===== config.mk =====
export PLATFORM = sky130hd
export DESIGN_NAME = link_keepalive_handshake_unit
export DESIGN_NICKNAME = d
export VERILOG_FILES = /design/src/rtl/lkh_pkg.sv /design/src/rtl/link_keepalive_handshake_unit.sv /design/src/rtl/lkh_front.sv /design/src/rtl/lkh_queue.sv /design/src/rtl/lkh_back.sv
export SDC_FILE = /design/constraint.sdc
export NUM_CORES = 1
export LEC_CHECK = 0
export ABC_AREA = 0
export CORE_ASPECT_RATIO = 0.6
export CORE_MARGIN = 10
export CORE_UTILIZATION = 36
export DETAILED_ROUTE_END_ITERATION = 16
export DONT_BUFFER_PORTS = 1
export GPL_ROUTABILITY_DRIVEN = 0
export HOLD_SLACK_MARGIN = 0.05
export PLACE_DENSITY_LB_ADDON = 0.1
export SLEW_MARGIN = 0
export SYNTH_ARGS = -nofsm -noshare
export SYNTH_HDL_FRONTEND = slang
export SYNTH_SLANG_ARGS = --single-unit

===== constraint.sdc =====
create_clock -name aclk -period 10.2 [get_ports aclk]
set_input_delay 1.02 -clock aclk [delete_from_list [all_inputs] [get_ports aclk]]
set_output_delay 1.02 -clock aclk [all_outputs]
set_load 0.02 [all_outputs]

===== src/rtl/lkh_pkg.sv =====
// ----------------------------------------------------------------------------
// lkh_pkg
// Shared types and codes for the link keepalive handshake unit.
// ----------------------------------------------------------------------------
package lkh_pkg;

    localparam int unsigned TIME_W   = 32;
    localparam int unsigned CODE_W   = 32;
    localparam int unsigned POLL_W   = 16;
    localparam int unsigned TRIES_W  = 8;
    localparam int unsigned TXCODE_W = 4;
    localparam int unsigned CFG_AW   = 2;
    localparam int unsigned CFG_DW   = 16;
    localparam int unsigned S_DATA_W = 72;
    localparam int unsigned M_DATA_W = 48;

    // register indexes of the configuration port
    typedef logic [CFG_AW-1:0] cfg_addr_t;
    localparam cfg_addr_t REG_IS_MASTER = 2'd0;
    localparam cfg_addr_t REG_POLL_TIME = 2'd1;
    localparam cfg_addr_t REG_MAX_TRIES = 2'd2;

    // radio control codes
    typedef logic [TXCODE_W-1:0] code_t;
    localparam code_t CODE_NONE      = 4'd0;
    localparam code_t CODE_HELLO_M   = 4'd5;   // hello, i am controller
    localparam code_t CODE_HELLO_S   = 4'd6;   // hello controller
    localparam code_t CODE_ARE_YOU_OK = 4'd7;
    localparam code_t CODE_I_AM_OK   = 4'd8;
    localparam code_t CODE_STILL_HERE = 4'd9;
    localparam code_t CODE_I_AM_HERE = 4'd10;

    localparam logic [TRIES_W-1:0] TRIES_ONE        = 8'd1;
    localparam logic [TRIES_W-1:0] TRIES_MAYBE_LOST = 8'd2;
    localparam logic [TRIES_W-1:0] TRIES_SAT        = 8'd255;

    typedef enum logic [2:0] {
        ST_SEARCHING = 3'd0,
        ST_FOUND     = 3'd1,
        ST_CONNECTED = 3'd2,
        ST_MAYLOST   = 3'd3,
        ST_LOST      = 3'd4
    } status_t;

    typedef enum logic [1:0] {
        RX_NONE  = 2'd0,
        RX_OWN   = 2'd1,
        RX_OTHER = 2'd2,
        RX_USER  = 2'd3
    } rx_kind_t;

    typedef struct packed {
        logic               is_master;
        logic [POLL_W-1:0]  poll_time_ms;
        logic [TRIES_W-1:0] max_tries;
    } cfg_t;

    // one classified request between front and back
    typedef struct packed {
        logic [TIME_W-1:0] now_ms;
        logic [CODE_W-1:0] rx_code;
        rx_kind_t          kind;
        code_t             rec;            // control code of the far side, else none
        logic              clear_pending;
    } item_t;

endpackage


===== src/rtl/link_keepalive_handshake_unit.sv =====
// ----------------------------------------------------------------------------
// link_keepalive_handshake_unit
// Keepalive manager for a radio link, master or slave side.
//
//   channel   dir   handshake           payload
//   s_        in    s_tvalid/s_tready   one poll request (time, rx code, clear)
//   m_        out   m_tvalid/m_tready   one result per poll (status, tx, user)
//   cfg_      in    cfg_we              register write, no read-back
//
// one poll per cycle sustained while m_tready stays high; a poll passes from s_
// accept to m_ through the input register, two-entry queue and result register
// the engine in the back stage is a combinational update of the link state
// aresetn is synchronous; it clears the link state and restores the default
// registers (master, 1000 ms poll, 3 tries)
// a stalled m_ side fills the result register, then the queue, then the
// input register before s_tready drops
// ----------------------------------------------------------------------------
module link_keepalive_handshake_unit (
    input  logic                          aclk,
    input  logic                          aresetn,
    // poll requests
    input  logic                          s_tvalid,
    output logic                          s_tready,
    // [31:0] now_ms, [32] rx_valid, [64:33] rx_code, [65] clear_pending, rest zero
    input  logic [lkh_pkg::S_DATA_W-1:0]  s_tdata,
    // results
    output logic                          m_tvalid,
    input  logic                          m_tready,
    // [2:0] link_status, [3] tx_valid, [7:4] tx_code, [8] user_pending,
    // [40:9] user_value, rest zero
    output logic [lkh_pkg::M_DATA_W-1:0]  m_tdata,
    // configuration writes
    input  logic                          cfg_we,
    input  logic [lkh_pkg::CFG_AW-1:0]    cfg_addr,
    input  logic [lkh_pkg::CFG_DW-1:0]    cfg_wdata
);
    import lkh_pkg::*;

    cfg_t  cfg_reg, cfg_next;

    logic  f_valid, f_ready;
    item_t f_item;
    logic  b_valid, b_ready;
    item_t b_item;

    logic [2:0]          link_status;
    logic                tx_valid;
    code_t               tx_code;
    logic                user_pending;
    logic [CODE_W-1:0]   user_value;

    // configuration registers; the user must write them only while the block is idle, the block does not enforce it
    always_comb begin
        cfg_next = cfg_reg;
        if (cfg_we) begin
            unique case (cfg_addr)
                REG_IS_MASTER: cfg_next.is_master    = cfg_wdata[0];
                REG_POLL_TIME: cfg_next.poll_time_ms = cfg_wdata;
                REG_MAX_TRIES: cfg_next.max_tries    = cfg_wdata[TRIES_W-1:0];
                default: ;  // index beyond the list is dropped
            endcase
        end
    end

    always_ff @(posedge aclk) begin
        if (!aresetn) begin
            cfg_reg.is_master    <= 1'b1;
            cfg_reg.poll_time_ms <= 16'd1000;
            cfg_reg.max_tries    <= 8'd3;
        end else begin
            cfg_reg <= cfg_next;
        end
    end

    // front: accept and sort the received code
    lkh_front u_front (
        .aclk          (aclk),
        .aresetn       (aresetn),
        .cfg           (cfg_reg),
        .s_tvalid      (s_tvalid),
        .s_tready      (s_tready),
        .now_ms        (s_tdata[31:0]),
        .rx_valid      (s_tdata[32]),
        .rx_code       (s_tdata[64:33]),
        .clear_pending (s_tdata[65]),
        .q_valid       (f_valid),
        .q_ready       (f_ready),
        .q_item        (f_item)
    );

    // queue decouples the two halves
    lkh_queue u_queue (
        .aclk      (aclk),
        .aresetn   (aresetn),
        .in_valid  (f_valid),
        .in_ready  (f_ready),
        .in_item   (f_item),
        .out_valid (b_valid),
        .out_ready (b_ready),
        .out_item  (b_item)
    );

    // back: link state update and result register
    lkh_back u_back (
        .aclk         (aclk),
        .aresetn      (aresetn),
        .cfg          (cfg_reg),
        .q_valid      (b_valid),
        .q_ready      (b_ready),
        .q_item       (b_item),
        .m_tvalid     (m_tvalid),
        .m_tready     (m_tready),
        .link_status  (link_status),
        .tx_valid     (tx_valid),
        .tx_code      (tx_code),
        .user_pending (user_pending),
        .user_value   (user_value)
    );

    assign m_tdata = {7'd0, user_value, user_pending, tx_code, tx_valid, link_status};

endmodule


===== src/rtl/lkh_front.sv =====
// ----------------------------------------------------------------------------
// lkh_front
// Input stage: takes a poll request and sorts its received code.
// ----------------------------------------------------------------------------
module lkh_front (
    input  logic                    aclk,
    input  logic                    aresetn,
    input  lkh_pkg::cfg_t           cfg,
    input  logic                    s_tvalid,
    output logic                    s_tready,
    input  logic [lkh_pkg::TIME_W-1:0] now_ms,
    input  logic                    rx_valid,
    input  logic [lkh_pkg::CODE_W-1:0] rx_code,
    input  logic                    clear_pending,
    output logic                    q_valid,
    input  logic                    q_ready,
    output lkh_pkg::item_t          q_item
);
    import lkh_pkg::*;

    logic  valid_reg, valid_next;
    item_t item_reg, item_next;
    logic  accept;
    logic  m_code, s_code, own, other;

    assign s_tready = !valid_reg || q_ready;
    assign accept   = s_tvalid && s_tready;
    assign q_valid  = valid_reg;
    assign q_item   = item_reg;

    always_comb begin
        m_code = (rx_code == {28'd0, CODE_HELLO_M}) || (rx_code == {28'd0, CODE_ARE_YOU_OK})
              || (rx_code == {28'd0, CODE_STILL_HERE});
        s_code = (rx_code == {28'd0, CODE_HELLO_S}) || (rx_code == {28'd0, CODE_I_AM_OK})
              || (rx_code == {28'd0, CODE_I_AM_HERE});
        own    = cfg.is_master ? m_code : s_code;
        other  = cfg.is_master ? s_code : m_code;

        item_next               = item_reg;
        item_next.now_ms        = now_ms;
        item_next.rx_code       = rx_code;
        item_next.clear_pending = clear_pending;
        item_next.rec           = CODE_NONE;
        if (!rx_valid) begin
            item_next.kind = RX_NONE;
        end else if (other) begin
            item_next.kind = RX_OTHER;
            item_next.rec  = rx_code[TXCODE_W-1:0];
        end else if (own) begin
            item_next.kind = RX_OWN;
        end else begin
            item_next.kind = RX_USER;
        end

        if (accept) begin
            valid_next = 1'b1;
        end else if (q_ready) begin
            valid_next = 1'b0;
        end else begin
            valid_next = valid_reg;
        end
    end

    always_ff @(posedge aclk) begin
        if (!aresetn) begin
            valid_reg <= 1'b0;
        end else begin
            valid_reg <= valid_next;
        end
    end

    always_ff @(posedge aclk) begin
        if (accept) begin
            item_reg <= item_next;
        end
    end

endmodule


===== src/rtl/lkh_queue.sv =====
// ----------------------------------------------------------------------------
// lkh_queue
// Two-entry queue of classified requests between front and back.
// ----------------------------------------------------------------------------
module lkh_queue (
    input  logic           aclk,
    input  logic           aresetn,
    input  logic           in_valid,
    output logic           in_ready,
    input  lkh_pkg::item_t in_item,
    output logic           out_valid,
    input  logic           out_ready,
    output lkh_pkg::item_t out_item
);
    import lkh_pkg::*;

    item_t      slot_reg [2];
    logic       wr_ptr_reg, wr_ptr_next;
    logic       rd_ptr_reg, rd_ptr_next;
    logic [1:0] count_reg, count_next;
    logic       push, pop;

    assign in_ready  = (count_reg != 2'd2);
    assign out_valid = (count_reg != 2'd0);
    assign out_item  = slot_reg[rd_ptr_reg];
    assign push      = in_valid && in_ready;
    assign pop       = out_valid && out_ready;

    always_comb begin
        wr_ptr_next = push ? !wr_ptr_reg : wr_ptr_reg;
        rd_ptr_next = pop ? !rd_ptr_reg : rd_ptr_reg;
        count_next  = count_reg;
        if (push && !pop) begin
            count_next = count_reg + 2'd1;
        end else if (pop && !push) begin
            count_next = count_reg - 2'd1;
        end
    end

    always_ff @(posedge aclk) begin
        if (!aresetn) begin
            wr_ptr_reg <= 1'b0;
            rd_ptr_reg <= 1'b0;
            count_reg  <= 2'd0;
        end else begin
            wr_ptr_reg <= wr_ptr_next;
            rd_ptr_reg <= rd_ptr_next;
            count_reg  <= count_next;
        end
    end

    always_ff @(posedge aclk) begin
        if (push) begin
            slot_reg[wr_ptr_reg] <= in_item;
        end
    end

endmodule


===== src/rtl/lkh_back.sv =====
// ----------------------------------------------------------------------------
// lkh_back
// Handshake engine: link state, retries, timeouts and the result register.
// ----------------------------------------------------------------------------
module lkh_back (
    input  logic           aclk,
    input  logic           aresetn,
    input  lkh_pkg::cfg_t  cfg,
    input  logic           q_valid,
    output logic           q_ready,
    input  lkh_pkg::item_t q_item,
    output logic           m_tvalid,
    input  logic           m_tready,
    output logic [2:0]     link_status,
    output logic           tx_valid,
    output logic [lkh_pkg::TXCODE_W-1:0] tx_code,
    output logic           user_pending,
    output logic [lkh_pkg::CODE_W-1:0] user_value
);
    import lkh_pkg::*;

    status_t                  status_reg, status_next;
    logic [TRIES_W-1:0]       try_reg, try_next;
    logic [TIME_W-1:0]        last_poll_reg, last_poll_next;
    logic                     pend_reg, pend_next;
    logic [CODE_W-1:0]        uval_reg, uval_next;
    logic                     m_valid_reg, m_valid_next;
    code_t                    tx_code_reg, tx_next;

    // timeout thresholds are registered from the configuration and follow it in the next cycle
    logic [POLL_W+TRIES_W-1:0] lost_thr_reg;
    logic [POLL_W:0]           maybe_thr_reg;

    logic               advance;
    logic [TIME_W-1:0]  elapsed;
    logic               over_poll, over_lost, over_may;
    logic               act, linked;
    logic [TRIES_W-1:0] try0, try_inc;
    logic               try_lt_max;
    code_t              rec;

    assign q_ready = !m_valid_reg || m_tready;
    assign advance = q_valid && q_ready;
    assign rec     = q_item.rec;

    always_comb begin
        elapsed    = q_item.now_ms - last_poll_reg;
        over_poll  = elapsed > {16'd0, cfg.poll_time_ms};
        over_lost  = elapsed > {8'd0, lost_thr_reg};
        over_may   = elapsed > {15'd0, maybe_thr_reg};
        act        = (rec != CODE_NONE) || over_poll;
        linked     = (status_reg == ST_CONNECTED) || (status_reg == ST_MAYLOST);
        try0       = (q_item.kind == RX_OTHER) ? '0 : try_reg;
        try_inc    = (try0 == TRIES_SAT) ? try0 : try0 + TRIES_ONE;
        try_lt_max = try0 < cfg.max_tries;
    end

    // reception side: pending flag and stored user value
    always_comb begin
        pend_next = q_item.clear_pending ? 1'b0 : pend_reg;
        uval_next = uval_reg;
        case (q_item.kind) inside
            RX_OWN, RX_OTHER: pend_next = 1'b0;
            RX_USER: begin
                pend_next = 1'b1;
                uval_next = q_item.rx_code;
            end
            default: ;
        endcase
    end

    // next link state
    always_comb begin
        status_next    = status_reg;
        try_next       = try0;
        last_poll_next = last_poll_reg;
        if (cfg.is_master) begin
            if (act) begin
                last_poll_next = q_item.now_ms;
                if (!linked) begin
                    if (rec == CODE_HELLO_S) begin
                        status_next = ST_FOUND;
                        try_next    = try_inc;
                    end else if (rec == CODE_I_AM_OK) begin
                        status_next = ST_CONNECTED;
                    end else begin
                        try_next = try_inc;
                    end
                end else if (rec == CODE_I_AM_HERE) begin
                    try_next    = '0;
                    status_next = ST_CONNECTED;
                end else if (try_lt_max) begin
                    try_next = try_inc;
                    if (try_inc == TRIES_ONE) begin
                        status_next = ST_CONNECTED;
                    end else if (try_inc == TRIES_MAYBE_LOST) begin
                        status_next = ST_MAYLOST;
                    end
                end else begin
                    status_next = ST_LOST;
                end
            end
        end else begin
            if (rec == CODE_HELLO_M) begin
                status_next    = ST_FOUND;
                last_poll_next = q_item.now_ms;
            end else if (rec == CODE_ARE_YOU_OK || rec == CODE_STILL_HERE) begin
                status_next    = ST_CONNECTED;
                last_poll_next = q_item.now_ms;
            end else if (over_lost) begin
                status_next    = ST_LOST;
                last_poll_next = q_item.now_ms;
            end else if (over_may) begin
                status_next = ST_MAYLOST;
            end
        end
    end

    // code to transmit
    always_comb begin
        tx_next = CODE_NONE;
        if (cfg.is_master) begin
            if (act) begin
                if (!linked) begin
                    if (rec == CODE_HELLO_S) begin
                        tx_next = CODE_ARE_YOU_OK;
                    end else if (rec != CODE_I_AM_OK) begin
                        tx_next = CODE_HELLO_M;
                    end
                end else if (rec != CODE_I_AM_HERE && try_lt_max) begin
                    tx_next = CODE_STILL_HERE;
                end
            end
        end else begin
            if (rec == CODE_HELLO_M) begin
                tx_next = CODE_HELLO_S;
            end else if (rec == CODE_ARE_YOU_OK) begin
                tx_next = CODE_I_AM_OK;
            end else if (rec == CODE_STILL_HERE) begin
                tx_next = CODE_I_AM_HERE;
            end
        end
    end

    always_comb begin
        if (advance) begin
            m_valid_next = 1'b1;
        end else if (m_tready) begin
            m_valid_next = 1'b0;
        end else begin
            m_valid_next = m_valid_reg;
        end
    end

    always_ff @(posedge aclk) begin
        if (!aresetn) begin
            status_reg    <= ST_SEARCHING;
            try_reg       <= '0;
            last_poll_reg <= '0;
            pend_reg      <= 1'b0;
            uval_reg      <= '0;
            m_valid_reg   <= 1'b0;
        end else begin
            m_valid_reg <= m_valid_next;
            if (advance) begin
                status_reg    <= status_next;
                try_reg       <= try_next;
                last_poll_reg <= last_poll_next;
                pend_reg      <= pend_next;
                uval_reg      <= uval_next;
            end
        end
    end

    always_ff @(posedge aclk) begin
        lost_thr_reg  <= cfg.poll_time_ms * cfg.max_tries;
        maybe_thr_reg <= {1'b0, cfg.poll_time_ms} + {2'b0, cfg.poll_time_ms[POLL_W-1:1]};
        if (advance) begin
            tx_code_reg <= tx_next;
        end
    end

    assign m_tvalid     = m_valid_reg;
    assign link_status  = status_reg;
    assign tx_code      = tx_code_reg;
    assign tx_valid     = (tx_code_reg != CODE_NONE);
    assign user_pending = pend_reg;
    assign user_value   = uval_reg;

`ifndef NO_ASSERTIONS
    // link state never leaves the five defined codes
    a_status_range: assert property (@(posedge aclk) disable iff (!aresetn)
        status_reg == ST_SEARCHING || status_reg == ST_FOUND || status_reg == ST_CONNECTED
        || status_reg == ST_MAYLOST || status_reg == ST_LOST)
        else $error("link status out of range");

    // a sent code is always a control code
    a_tx_code: assert property (@(posedge aclk) disable iff (!aresetn)
        m_valid_reg && tx_valid |-> (tx_code >= CODE_HELLO_M && tx_code <= CODE_I_AM_HERE))
        else $error("transmit code outside control range");

    // state only moves when a request is processed
    a_state_hold: assert property (@(posedge aclk) disable iff (!aresetn)
        !advance |=> $stable(try_reg) && $stable(last_poll_reg) && $stable(pend_reg))
        else $error("state changed without a request");

    // user data always raises the pending flag
    a_user_pending: assert property (@(posedge aclk) disable iff (!aresetn)
        advance && q_item.kind == RX_USER |=> pend_reg)
        else $error("user data did not set pending flag");
`endif

endmodule


# Yosys cells after proc, flatten, opt, wreduce, memory -nomap -nowiden

Memory sizes are Yosys's and may differ from the RTL's. A register that Yosys moved wholly into a read port is not among the register bits.
Cells that the tools add are included.

Input bits: 95
Flip-flop bits (word level): 223
Memories kept: 1
Output and inout bits: 50
RAM bits: 142
Logic and storage cells: 157

Add/subtract/negate cells: 5
Bitwise logic cells: 2
Multipliers: 1
Reduce and logical (&&, ||, !) cells: 41
Eq/ne operators: 28
Order comparisons: 4
Multiplexer cells: 53

Memories:

| memory           | words | bits a word | read ports | clocked after memory_dff | wr ports | line            | source |
|---|---|---|---|---|---|---|---|
| u_queue.slot_reg | 2     | 71          | 1          | 1                        | 1        | lkh_queue.sv:17 | `item_t slot_reg [2];` |

Operators with widths:

| operator                                        | number |
|---|---|
| 2-to-1 mux 32 bit                               | 5 |
| == test 32 x 3 -> 1 bit (second input constant) | 3 |
| == test 32 x 4 -> 1 bit (second input constant) | 3 |
| 2-to-1 mux 8 bit                                | 9 |
| 2-to-1 mux 3 bit                                | 14 |
| > comparator 32 x 16 -> 1 bit                   | 1 |
| > comparator 32 x 17 -> 1 bit                   | 1 |
| > comparator 32 x 24 -> 1 bit                   | 1 |
| 2-to-1 mux 4 bit                                | 8 |
| subtractor 32 bit                               | 1 |
| multiplier 16 x 8 -> 24 bit                     | 1 |
| adder 16 x 15 -> 17 bit                         | 1 |
| 2-to-1 mux 1 bit                                | 13 |
| == test 4 x 3 -> 1 bit (second input constant)  | 3 |
| == test 4 bit (second input constant)           | 3 |
| nonzero test 4 bit                              | 3 |
| AND reduction 2 bit                             | 5 |
| logical OR 1 bit                                | 9 |
| adder 8 x 1 -> 8 bit (second input constant)    | 1 |
| == test 8 x 1 -> 1 bit (second input constant)  | 1 |
| == test 8 x 2 -> 1 bit (second input constant)  | 1 |
| == test 8 bit (second input constant)           | 1 |
| less-than comparator 8 bit                      | 1 |
| 2-to-1 mux 2 bit                                | 4 |
| 20 further kinds                                | 41 |

# Longest topological paths before layout

Depth in word-level cells: 12
Mapped depth: 29
Mapped depth without buffers: 24

# Modules after synthesis

Synthesis repeated with hierarchy kept, for this count alone.

Cell total of the unflattened synthesis: 2081
Area total of the unflattened synthesis: 21424.3 sq um

Modules (own cells, without submodules):

| module                        | cells an instance | sequential area each (sq um) | times used | area an instance (sq um) |
|---|---|---|---|---|
| lkh_back                      | 1613              | 2482.4                       | 1          | 12570.8 |
| lkh_queue                     | 245               | 4364.2                       | 1          | 5363.9 |
| lkh_front                     | 104               | 2152.1                       | 1          | 2383.5 |
| link_keepalive_handshake_unit | 119               | 500.5                        | 1          | 1106.1 |

# Least setup slack after synthesis

No wires, ideal clock.

Kind: register to register
Start: register (tool-made name)
End: register u_back.last_poll_reg[31]
Library setup time: 0.079 ns
Arrival: 5.962 ns
Required time: 10.121 ns
Period minus slack after synthesis: 6.042 ns
Path buffers: 5
Stages on the path, launching flop included: 27
Path slack: 4.158 ns
Path through: dfxtp_1 clkbuf_1 clkbuf_1 clkbuf_1 mux2_2 ha_1 a21o_1 or3_1 o22a_2 and2_1 o21ai_0 nand2b_1 a21oi_1 nor2b_1 o311a_1 ha_1 nand2_1 a21oi_1 a2111oi_0 a222oi_1 nor3_1 nand3_2 or4_4 and3_1 buf_6 buf_6 a211oi_2

RTL lines:

| element                | line            | source |
|---|---|---|
| end signal: assignment | lkh_back.sv:168 | `last_poll_reg <= last_poll_next;` |
| end: declaration       | lkh_back.sv:24  | `logic [TIME_W-1:0] last_poll_reg, last_poll_next;` |

==> reports/results.txt <==
Area after DPL = 22000 µm²
PD cells = 263 nW/µm²
RSZ-0062 raised after global routing = false
Number of vias per cell = 5.15
Worst hold slack = 0.443 ns
Hpwl dp = 40900 µm
Maximum clock path buffer count = 3
Synth unique cells = 83
Root Buffer = clkbuf_16
Pre-antenna DRT Iters = 5
Htree depth = 2
Setup TNS = 0 ns
Dpl ws = 2.83 ns
Largest area contributor in the netlist = edfxtp_1
Synthesized area = 21300 µm²
CP startpoint kind = register
Dpl cells = 2767
Synth warnings = 0
Max FFs per register = 142
Ranking of synthesized cells by area = edfxtp_1, dfxtp_1, ha_1
# hold bufs at CTS = 0
Tmin final = 7.44 ns
Lkg Pwr = 9.45 nW
CP endpoint kind = register
Worst Path Required = 10.68 ns
Vias post-DR = 14603
GRT Util Overall = 0.155
Hold Path Stages = 0
Clk_lat worst skew = 0.58 ns
I/O Buffers = 0
Commonest non-fill, non-tap cell in the layout = nand2_1
Total core area = 59000 µm²
Post CTS Setup Buffer Count = 0
Final setup margin = 2.76 ns
Vias in the first global route = 14694
Finished Layout Cells = 2836
Slew headroom = 0.138
Ys async rst share = 0
Starting density of the core = 0.362
Initial antenna violation count = 0
Post_cts resized = 0
Post-synthesis cell count = 2057
Layout cells sized above 1 = 0.0648
Initial DRC Count = 896
Primary FF master, synth = edfxtp_1
DIE HEIGHT = 209 µm
Sequential cell area fraction in the yosys report = 0.445
First-pass GRT wire length = 85700 µm
Worst hold-check path type = register to register
ANT nets after route = 0
Largest net degree at the start of global routing = 85
Final setup skew = 0.0237 ns
Worst R2R Setup Slack = 2.76 ns
Fin area = 23300 µm²
FP Rows = 69
Seq cells post-synth = 366
Die area = 69800 µm²
Post-Syn Area per Cell = 10.4 µm²
Post-synth top area share = 0.305
CP max FO = 49
Post-Route WL = 54700 µm
Final nets = 2367
R2R depth = 22
# setup viols final = 0
Total CTS buffers = 37
# fillers = 5764
Status = completed
DRC Markers = 0
Area Overhead vs Synth = 9.16%
Most frequent cells in the layout = nand2_1, edfxtp_1, inv_1
Fmax = 134 MHz
Number of top-level pins = 145
Critical path type = register to register
Final hold violations = 0
Slew Limit Fails = 0
Clock sink count = 366
Gr ovfl total = 0
Number of max-cap violations = 0
Wirelength per Cell = 19.3 µm
Worst-path clk slew = 0.06 ns
CTS tree = yes
EDFF count, synth = 217
Die W = 334 µm
Worst-Margin Slew = 1.28 ns
CP arrival = 7.92 ns
Peak VDD IR = 120 µV
Crit share post-route = 0.729
==> area by class of cell <==
cell class / count / area, µm² / area share
Sequential cell: 366 / 9500 / 0.408
Clock buffer: 48 / 1010 / 0.0432
Tap cell: 781 / 977 / 0.0419
Antenna cell: 1 / 2.50 / 0.000107
Multi-Input combinational cell: 1399 / 10700 / 0.459
Clock inverter: 20 / 244 / 0.0105
Inverter: 212 / 796 / 0.0342
Timing Repair Buffer: 9 / 67.6 / 0.00290
==> final timing paths <==
path,start,to
setup / recovery,register,u_back.last_poll_reg[13]$_SDFFE_PN0P_
hold / removal,u_front.q_item[8]$_DFFE_PP_,u_queue.slot_reg[1][8]$_DFFE_PP_
setup reg to reg,register,u_back.last_poll_reg[13]$_SDFFE_PN0P_
hold reg to reg,u_front.q_item[8]$_DFFE_PP_,u_queue.slot_reg[1][8]$_DFFE_PP_
==> worst max-delay path, stage by stage, from the launching register on <==
cell	delay [ns]
dfxtp_4	0.89
buf_4	0.55
mux2_2	0.43
ha_1	0.23
or3_1	0.37
o22a_2	0.27
and2_1	0.20
o21ai_0	0.15
nand2b_1	0.10
a21oi_1	0.15
nor2b_1	0.06
o311a_1	0.36
ha_1	0.32
nand4_1	0.13
nor4_1	0.53
a211o_1	0.23
o32ai_1	0.09
a221o_1	0.32
a211o_1	0.28
a21o_1	0.28
nand4_1	0.19
and3_2	0.86
mux2i_1	0.28
==> kinds of logic after synthesis <==
logic type                 Yosys count  share of synthesized area
DFF                                366                      0.445
AOI/OAI and AO/OA                  376                      0.117
buffers and inverters              298                     0.0554
and+or+nand+nor                    596                      0.128
muxes                              112                     0.0545
adders and majority gates          247                      0.175
xor gates and xnor gates            61                     0.0254
other                                1                   0.000176
==> power breakdown <==
group | switching [mW] | total, mW | internal (mW)
clock | 0.613 | 1.40 | 0.790
sequential | 0.193 | 1.98 | 1.78
combinational | 1.66 | 2.74 | 1.08
total | 2.46 | 6.12 | 3.66
==> layer usage <==
layer,vias to the layer above,global-route usage,wire length (µm),part of all wire
met4,0,0.0332,829,0.015
met2,316,0.224,22700,0.41
li1,7138,-,-,-
met5,-,0,0,0
met1,7096,0.235,28400,0.52
met3,53,0.0288,2810,0.051
==> cell usage after synthesis (5+ instances only) <==
cell and instances:
nand2b_1 14, and3_1 12, inv_1 211, o211ai_1 14, mux2_2 33, and4_1 5
nand4_1 21, a211o_1 7, or3_1 12, a211oi_1 43, clkbuf_1 67, fa_1 86
nand3b_1 5, mux2i_1 79, xnor2_1 38, nand2_1 236, o21a_1 15, a21o_1 36
edfxtp_1 217, xor2_1 22, ha_1 161, o21ai_0 59, nor2b_1 23, buf_4 9
nor4_1 15, a21oi_1 104, buf_1 5, nand3_1 26, a31oi_1 25, o21ai_1 5
and2_1 15, a21boi_0 8, nor2_1 168, dfxtp_1 149, nor3_1 23, or2_2 6
==> stage by stage <==
step,utilization,total power [mW]
floorplan,-,4.02
global placement,0.374,4.69
detailed placement,0.374,4.72
CTS,0.395,6.17
global route,0.395,6.60
finish,0.395,6.12
Note: power is estimated with default switching activity, not from simulation.
